### src/rtl/covb_pkg.sv
// Package for the coverage resolve and alpha blend block.
// Item types, the front-to-back queue entry and fixed constants; no dependencies.
package covb_pkg;

  localparam int unsigned RunW     = 20;
  localparam int unsigned CovMaxW  = 17;
  localparam int unsigned CfgAddrW = 3;
  localparam int unsigned CfgDataW = 32;

  localparam logic [RunW-1:0] RunMax = 20'h7FFFF;
  localparam logic [RunW-1:0] RunMin = 20'h80000;

  typedef enum logic {
    RegFillColor = 1'b0,
    RegFillAlpha = 1'b1
  } cfg_reg_e;

  typedef struct packed {
    logic signed [15:0] coverage_delta;
    logic [31:0]        dest_pixel;
    logic               row_end;
  } in_item_t;

  typedef struct packed {
    logic [31:0] new_pixel;
    logic        write_enable;
    logic        row_done;
  } out_item_t;

  typedef struct packed {
    logic [CovMaxW-1:0] cov;
    logic               visible;
    logic               snap;
    logic [31:0]        dest_pixel;
    logic               row_end;
  } cls_item_t;

  function automatic logic [7:0] blend_chan(logic [7:0] s, logic [7:0] d, logic [7:0] a);
    logic [15:0] acc;
    acc = 16'(s * a) + 16'(d * (8'd255 - a));
    return acc[15:8];
  endfunction

endpackage

### src/rtl/covb_front.sv
// Front part: accepts items, keeps the saturating running coverage sum and
// classifies each item for the back part. Depends on covb_pkg.
module covb_front import covb_pkg::*; #(
  parameter int unsigned COV_FRAC_BITS = 12
) (
  input  logic      clk_i,
  input  logic      rst_ni,
  input  logic      accept_i,
  input  in_item_t  item_i,
  output cls_item_t cls_o
);

  localparam int unsigned CovW = COV_FRAC_BITS + 1;
  localparam logic [RunW-1:0] One    = RunW'(1 << COV_FRAC_BITS);
  localparam logic [RunW-1:0] MinVis = RunW'((1 << COV_FRAC_BITS) >> 9);
  localparam logic [RunW-1:0] Snap   =
    RunW'((1 << COV_FRAC_BITS) - ((1 << COV_FRAC_BITS) >> 8));

  logic [RunW-1:0] run_q, run_d;
  logic [RunW:0]   sum_wide;
  logic [RunW-1:0] sum_sat;
  logic [RunW-1:0] abs_v;
  logic [CovW-1:0] cov;

  always_comb begin
    sum_wide = {run_q[RunW-1], run_q} +
               {{(RunW-15){item_i.coverage_delta[15]}}, item_i.coverage_delta};
    if (sum_wide[RunW] != sum_wide[RunW-1]) begin
      sum_sat = sum_wide[RunW] ? RunMin : RunMax;
    end else begin
      sum_sat = sum_wide[RunW-1:0];
    end
    abs_v = sum_sat[RunW-1] ? (~sum_sat + 1'b1) : sum_sat;
    cov   = (abs_v > One) ? One[CovW-1:0] : abs_v[CovW-1:0];

    cls_o.cov        = CovMaxW'(cov);
    cls_o.visible    = abs_v > MinVis;
    cls_o.snap       = RunW'(cov) >= Snap;
    cls_o.dest_pixel = item_i.dest_pixel;
    cls_o.row_end    = item_i.row_end;

    run_d = run_q;
    if (accept_i) begin
      run_d = item_i.row_end ? '0 : sum_sat;
    end
  end

  always_ff @(posedge clk_i or negedge rst_ni) begin
    if (!rst_ni) begin
      run_q <= '0;
    end else begin
      run_q <= run_d;
    end
  end

endmodule

### src/rtl/covb_queue.sv
// Two-entry queue between the front and back parts.
// Depends on covb_pkg.
module covb_queue import covb_pkg::*; (
  input  logic      clk_i,
  input  logic      rst_ni,
  input  logic      push_i,
  input  cls_item_t data_i,
  output logic      full_o,
  input  logic      pop_i,
  output cls_item_t data_o,
  output logic      empty_o
);

  cls_item_t  mem_q [2];
  logic       wptr_q, rptr_q;
  logic [1:0] cnt_q;
  logic       do_push, do_pop;

  assign full_o  = cnt_q == 2'd2;
  assign empty_o = cnt_q == 2'd0;
  assign do_push = push_i && !full_o;
  assign do_pop  = pop_i && !empty_o;
  assign data_o  = mem_q[rptr_q];

  always_ff @(posedge clk_i) begin
    if (do_push) begin
      mem_q[wptr_q] <= data_i;
    end
  end

  always_ff @(posedge clk_i or negedge rst_ni) begin
    if (!rst_ni) begin
      wptr_q <= 1'b0;
      rptr_q <= 1'b0;
      cnt_q  <= 2'd0;
    end else begin
      if (do_push) wptr_q <= ~wptr_q;
      if (do_pop)  rptr_q <= ~rptr_q;
      cnt_q <= cnt_q + {1'b0, do_push} - {1'b0, do_pop};
    end
  end

endmodule

### src/rtl/covb_back.sv
// Back part: alpha scaling stage, then source-over blend into the result register.
// Depends on covb_pkg.
module covb_back import covb_pkg::*; #(
  parameter int unsigned COV_FRAC_BITS = 12
) (
  input  logic        clk_i,
  input  logic        rst_ni,
  input  logic [23:0] fill_color_i,
  input  logic [7:0]  fill_alpha_i,
  input  cls_item_t   cls_i,
  input  logic        cls_empty_i,
  output logic        cls_pop_o,
  output out_item_t   result_o,
  output logic        empty_o,
  input  logic        pop_i
);

  localparam int unsigned CovW  = COV_FRAC_BITS + 1;
  localparam int unsigned ProdW = COV_FRAC_BITS + 9;
  localparam logic [ProdW-1:0] Half = ProdW'(1 << (COV_FRAC_BITS - 1));

  logic        s1_valid_q;
  logic [7:0]  a_q;
  logic        wa_q;
  logic [31:0] dest_q;
  logic        row_q;
  logic        out_valid_q;
  out_item_t   out_q;

  logic             adv_out, take;
  logic [ProdW-1:0] prod;
  logic [ProdW-COV_FRAC_BITS-1:0] scaled;
  logic [7:0]       a_d;
  logic [31:0]      src, blended;

  assign adv_out   = s1_valid_q && (!out_valid_q || pop_i);
  assign take      = !s1_valid_q || adv_out;
  assign cls_pop_o = take && !cls_empty_i;
  assign empty_o   = !out_valid_q;
  assign result_o  = out_q;

  always_comb begin
    prod   = ProdW'(fill_alpha_i) * ProdW'(cls_i.cov[CovW-1:0]) + Half;
    scaled = prod[ProdW-1:COV_FRAC_BITS];
    if (cls_i.snap) begin
      a_d = fill_alpha_i;
    end else if (scaled > 9'd255) begin
      a_d = 8'd255;
    end else begin
      a_d = scaled[7:0];
    end
  end

  always_comb begin
    src = {8'hFF, fill_color_i};
    if (a_q == 8'd255) begin
      blended = src;
    end else begin
      blended = {blend_chan(src[31:24], dest_q[31:24], a_q),
                 blend_chan(src[23:16], dest_q[23:16], a_q),
                 blend_chan(src[15:8],  dest_q[15:8],  a_q),
                 blend_chan(src[7:0],   dest_q[7:0],   a_q)};
    end
  end

  always_ff @(posedge clk_i) begin
    if (cls_pop_o) begin
      a_q    <= a_d;
      wa_q   <= cls_i.visible && (a_d != 8'd0);
      dest_q <= cls_i.dest_pixel;
      row_q  <= cls_i.row_end;
    end
    if (adv_out) begin
      out_q.new_pixel    <= wa_q ? blended : dest_q;
      out_q.write_enable <= wa_q;
      out_q.row_done     <= row_q;
    end
  end

  always_ff @(posedge clk_i or negedge rst_ni) begin
    if (!rst_ni) begin
      s1_valid_q  <= 1'b0;
      out_valid_q <= 1'b0;
    end else begin
      if (take) s1_valid_q <= cls_pop_o;
      if (adv_out) begin
        out_valid_q <= 1'b1;
      end else if (pop_i) begin
        out_valid_q <= 1'b0;
      end
    end
  end

endmodule

### src/rtl/coverage_resolve_alpha_blend.sv
// Top level of the coverage resolve and source-over blend block.
// Holds the configuration registers; uses covb_pkg, covb_front, covb_queue, covb_back.
//
// Usage:
//   Input items (coverage delta, destination pixel, row end) are pushed with
//   push while full is low. Each item yields exactly one result item
//   (new pixel, write enable, row done), shown while empty is low and taken
//   with pop.
//   A pushed item passes the queue write, then the alpha scaling stage, then
//   the blend register before it is visible on the result ports.
//   Throughput: one item per cycle while nothing stalls; the running coverage
//   add and saturate in the front part and the 8x8 blend products in the back
//   part are combinational. When pop is held low the result register, the
//   scaling stage and the two-entry queue fill in turn, then full rises;
//   nothing is lost. Reset clears the running coverage and all valid flags;
//   fill colour resets to 0 and fill alpha to 255. Registers are written over
//   the APB-style port at byte 0 (fill colour) and byte 4 (fill alpha); the
//   user must write them only while the block is idle, which the block itself
//   does not enforce.
module coverage_resolve_alpha_blend import covb_pkg::*; #(
  parameter int unsigned COV_FRAC_BITS = 12
) (
  input  logic                clk_i,
  input  logic                rst_ni,
  input  logic                push,
  output logic                full,
  input  in_item_t            item_i,
  output logic                empty,
  input  logic                pop,
  output out_item_t           result_o,
  input  logic                psel,
  input  logic                penable,
  input  logic                pwrite,
  input  logic [CfgAddrW-1:0] paddr,
  input  logic [CfgDataW-1:0] pwdata,
  output logic [CfgDataW-1:0] prdata,
  output logic                pready
);

  logic [23:0] fill_color_q;
  logic [7:0]  fill_alpha_q;
  logic        cfg_we;
  cfg_reg_e    cfg_sel;
  logic        accept;
  cls_item_t   cls, q_data;
  logic        q_full, q_empty, q_pop;

  assign pready  = 1'b1;
  assign cfg_we  = psel && penable && pwrite;
  assign cfg_sel = cfg_reg_e'(paddr[2]);

  always_comb begin
    unique case (cfg_sel)
      RegFillColor: prdata = {8'h00, fill_color_q};
      RegFillAlpha: prdata = {24'h0, fill_alpha_q};
      default:      prdata = '0;
    endcase
  end

  always_ff @(posedge clk_i or negedge rst_ni) begin
    if (!rst_ni) begin
      fill_color_q <= '0;
      fill_alpha_q <= 8'd255;
    end else if (cfg_we) begin
      unique case (cfg_sel)
        RegFillColor: fill_color_q <= pwdata[23:0];
        RegFillAlpha: fill_alpha_q <= pwdata[7:0];
        default: ;
      endcase
    end
  end

  assign full   = q_full;
  assign accept = push && !q_full;

  covb_front #(.COV_FRAC_BITS(COV_FRAC_BITS)) u_front (
    .clk_i    (clk_i),
    .rst_ni   (rst_ni),
    .accept_i (accept),
    .item_i   (item_i),
    .cls_o    (cls)
  );

  covb_queue u_queue (
    .clk_i   (clk_i),
    .rst_ni  (rst_ni),
    .push_i  (accept),
    .data_i  (cls),
    .full_o  (q_full),
    .pop_i   (q_pop),
    .data_o  (q_data),
    .empty_o (q_empty)
  );

  covb_back #(.COV_FRAC_BITS(COV_FRAC_BITS)) u_back (
    .clk_i        (clk_i),
    .rst_ni       (rst_ni),
    .fill_color_i (fill_color_q),
    .fill_alpha_i (fill_alpha_q),
    .cls_i        (q_data),
    .cls_empty_i  (q_empty),
    .cls_pop_o    (q_pop),
    .result_o     (result_o),
    .empty_o      (empty),
    .pop_i        (pop)
  );

endmodule
### config.mk
export PLATFORM = sky130hd
export DESIGN_NAME = coverage_resolve_alpha_blend
export DESIGN_NICKNAME = d
export VERILOG_FILES = /design/src/rtl/covb_pkg.sv /design/src/rtl/covb_front.sv /design/src/rtl/covb_queue.sv /design/src/rtl/covb_back.sv /design/src/rtl/coverage_resolve_alpha_blend.sv
export SDC_FILE = /design/constraint.sdc
export NUM_CORES = 2
export LEC_CHECK = 0
export ABC_AREA = 0
export ABC_CLOCK_PERIOD_IN_PS = 13200
export BUFFER_PORTS_ARGS = -buffer_cell sky130_fd_sc_hd__buf_2
export CAP_MARGIN = 10
export CORE_MARGIN = 2
export CORE_UTILIZATION = 40
export DETAILED_ROUTE_END_ITERATION = 8
export PLACE_DENSITY = 0.55
export SLEW_MARGIN = 30
export SYNTH_ARGS = -nofsm -noshare
export SYNTH_HDL_FRONTEND = slang
export SYNTH_SLANG_ARGS = --single-unit
### constraint.sdc
create_clock -name clk_i -period 13.2 [get_ports clk_i]
set_input_delay 0.66 -clock clk_i [delete_from_list [all_inputs] [get_ports clk_i]]
set_output_delay 0.66 -clock clk_i [all_outputs]
set_load 0.01 [all_outputs]
==> flow_metrics.env <==
export IMPL_start_util=0.404
export IMPL_nets=3932
export IMPL_synth_largest_area_cell="fa_1"
export IMPL_fin_skew_ns=0.0284
export IMPL_worstPathRequired_ns=13.54
export IMPL_critPathLaunchType="flip-flop"
export IMPL_synth_top_area_frac=0.285
export IMPL_path_common_cell="fa_1"
export IMPL_htreeDepth=1
export IMPL_netlist_top_cells_area="fa_1 28%, edfxtp_1 17%, ha_1 13%"
export IMPL_wl_mm=77.8
export IMPL_finalSetupTns_ns=0
export IMPL_synth_edf_count=172
export IMPL_ys_ff_latch=230
export IMPL_fill_cells=7207
export IMPL_die_x_um=281
export IMPL_dr_first_iter_drc_count=1076
export IMPL_rows=101
export IMPL_numCtsBuffers=30
export IMPL_hold_viol_final=0
export IMPL_setup_viol=0
export IMPL_drt_pass1_iterations=5
export IMPL_crit_chain="buf_4, clkinv_1, nand2_1, fa_1, fa_1, inv_1, fa_1, inv_1, fa_1, fa_1, inv_1, fa_1, ha_1, a21oi_1, o21bai_1, a21oi_1, o21ai_0, a211o_1, a31oi_1, o211ai_1"
export IMPL_crit_arrival_ns=7.81
export IMPL_rsz0062_at_grt="no"
export IMPL_status="complete, no violations"
export IMPL_fmax_mhz=134
export IMPL_slew_headroom=0.394
export IMPL_cpLargestDelayFamily="adder cells"
export IMPL_reg2reg_depth=20
export IMPL_area_delta_synth_final_pct=8.60
export IMPL_ios=160
export IMPL_endpoint_kind="flip-flop"
export IMPL_avgSynthCellArea_um2=10.1
export IMPL_clock_path_buffers=3
export IMPL_async_flop_share=0.252
export IMPL_core_area_um2=75800
export IMPL_vias=21200
export IMPL_maxCapViolations=0
export IMPL_synth_area_um2=30600
export IMPL_min_path_type="in -> async"
export IMPL_ant_nets=0
export IMPL_synthCells=3033
export IMPL_regToRegSetupSlack_ns=5.72
export IMPL_period_share=0.567
export IMPL_ctsResizeCount=0
export IMPL_drc_errors=0
export IMPL_finalCriticalPeriod_ns=7.48
export IMPL_grt_usage=0.204
export IMPL_slew_viol_final=0
export IMPL_cts_tree="yes"
export IMPL_dp_hpwl_mm=56.8
export IMPL_yosysSeqAreaShare=0.216
export IMPL_worstReg2RegStart="u_back.a_q[4]"
export IMPL_ys_types=95
export IMPL_die_y_um=281
export IMPL_layout_drive_gt1_share=0.115
export IMPL_wire_per_inst_um=19.0
export IMPL_clock_latency_ns=0.62
export IMPL_viasPerCell=5.17
export IMPL_path_buf_inv=5
export IMPL_cts_hold_buf=0
export IMPL_cp_slowest_cell="clkinv_1"
export IMPL_cp_depth=20
export IMPL_yosys_most_used_dff="edfxtp_1"
export IMPL_tightest_slew_ns=0.903
export IMPL_grt_pass1_vias=23100
export IMPL_io_buffers=140
export IMPL_final_common_cell="inv_1"
export IMPL_grt_start_max_net_pins=66
export IMPL_r2r_end="u_back.result_o[9]"
export IMPL_ys_warn_count=0
export IMPL_slowest_delay_ns=0.90
export IMPL_grt_pass1_wl_mm=126
export IMPL_die_area_um2=78800
export IMPL_antenna_found_initial=7
export IMPL_post_cts_buffers=0
export IMPL_crit_type="reg -> reg"
export IMPL_clock_root_buffer="clkbuf_16"
export IMPL_globalplace_congestion=0.881
export IMPL_crit_fanout=44
export IMPL_clkSinkCount=230
export IMPL_clkSlewWorstSetupHoldPaths_ns=0.07
export IMPL_overflow=0
export IMPL_layout_common_cells="565 x inv_1, 436 x fa_1, 309 x ha_1"
[cell usage after synthesis (38+ instances only)]
cell and count:
clkbuf_1 108, inv_1 565, dfrtp_1 50, edfxtp_1 172
mux2_2 79, ha_1 309, o21ai_0 38, nand2_1 234
nor2_1 79, xnor2_1 55, and2_1 123, nand2b_1 60
fa_1 436, nor2b_1 234, a21oi_1 82
[worst register-to-register path, stage by stage (launching register included)]
cell	delay, ns
edfxtp_1	0.33
buf_4	0.56
clkinv_1	0.91
nand2_1	0.31
fa_1	0.47
fa_1	0.56
inv_1	0.05
fa_1	0.47
inv_1	0.05
fa_1	0.52
fa_1	0.55
inv_1	0.05
fa_1	0.47
ha_1	0.29
a21oi_1	0.20
o21bai_1	0.12
a21oi_1	0.27
o21ai_0	0.19
a211o_1	0.33
a31oi_1	0.34
o211ai_1	0.16
[per-stage QoR]
step	hold slack [ns]	cells	area, µm²	setup slack, ns	util
after detailed placement	0.407	4042	32200	5.70	0.424
final	0.0713	4101	33300	5.72	0.439
after CTS	0.187	4098	33200	5.69	0.438
after global routing	0.0908	4098	33300	5.24	0.439
after global placement	0.408	4042	32200	5.74	0.424
after floorplan	0.364	3041	30700	6.96	-
[cell families (layout without fill, tap and decap cells)]
| logic type | after synthesis | count (layout) | share of synthesized area |
|---|---|---|---|
| other cells | 2 | 13 | 0.000245 |
| buf+inv | 710 | 789 | 0.0908 |
| fa+ha+maj | 751 | 751 | 0.413 |
| simple gates | 862 | 862 | 0.154 |
| xor+xnor | 72 | 72 | 0.0208 |
| mux | 92 | 92 | 0.0333 |
| flops | 230 | 230 | 0.216 |
| compound gates | 314 | 314 | 0.0712 |
[sequential cells by signal, indices dropped and copies added, names as in the netlist, 2 cells and up]
register,flops
u_back.a_q,8
fill_alpha_q,8
u_queue.cnt_q,2
u_back.result_o,34
u_front.run_q,20
fill_color_q,24
u_back.dest_q,32
u_queue.mem_q,96
[layout make-up]
cell class	count	area [µm²]	share of cell area
Antenna cell	3	7.51	0.000226
Clock buffer	36	783	0.0235
Clock inverter	20	292	0.00877
Inverter	568	2130	0.0641
Multi-Input combinational cell	2101	21300	0.640
Sequential cell	230	6630	0.199
Tap cell	978	1220	0.0368
Timing Repair Buffer	165	895	0.0269
[metal layers]
metal,up-vias,global-route usage,wire (µm)
met5,-,0,138
met4,10,0.0470,1830
met3,111,0.0297,4180
met2,487,0.352,38000
met1,10800,0.270,33700
li1,9821,-,-
[worst max path at each step]
stage	from	end
5_1_grt	u_back.a_q[4]	u_back.result_o[9]
4_1_cts	u_back.a_q[5]	u_back.result_o[9]
3_3_place_gp	u_back.a_q[4]	u_back.result_o[9]
6_report	u_back.a_q[4]	u_back.result_o[9]
2_1_floorplan	u_back.a_q[7]	u_back.result_o[8]
3_5_place_dp	u_back.a_q[5]	u_back.result_o[9]
Power is left out: the tool's default activity adds up to more than one toggle a clock period on the data nets, which glitch-free logic cannot reach.
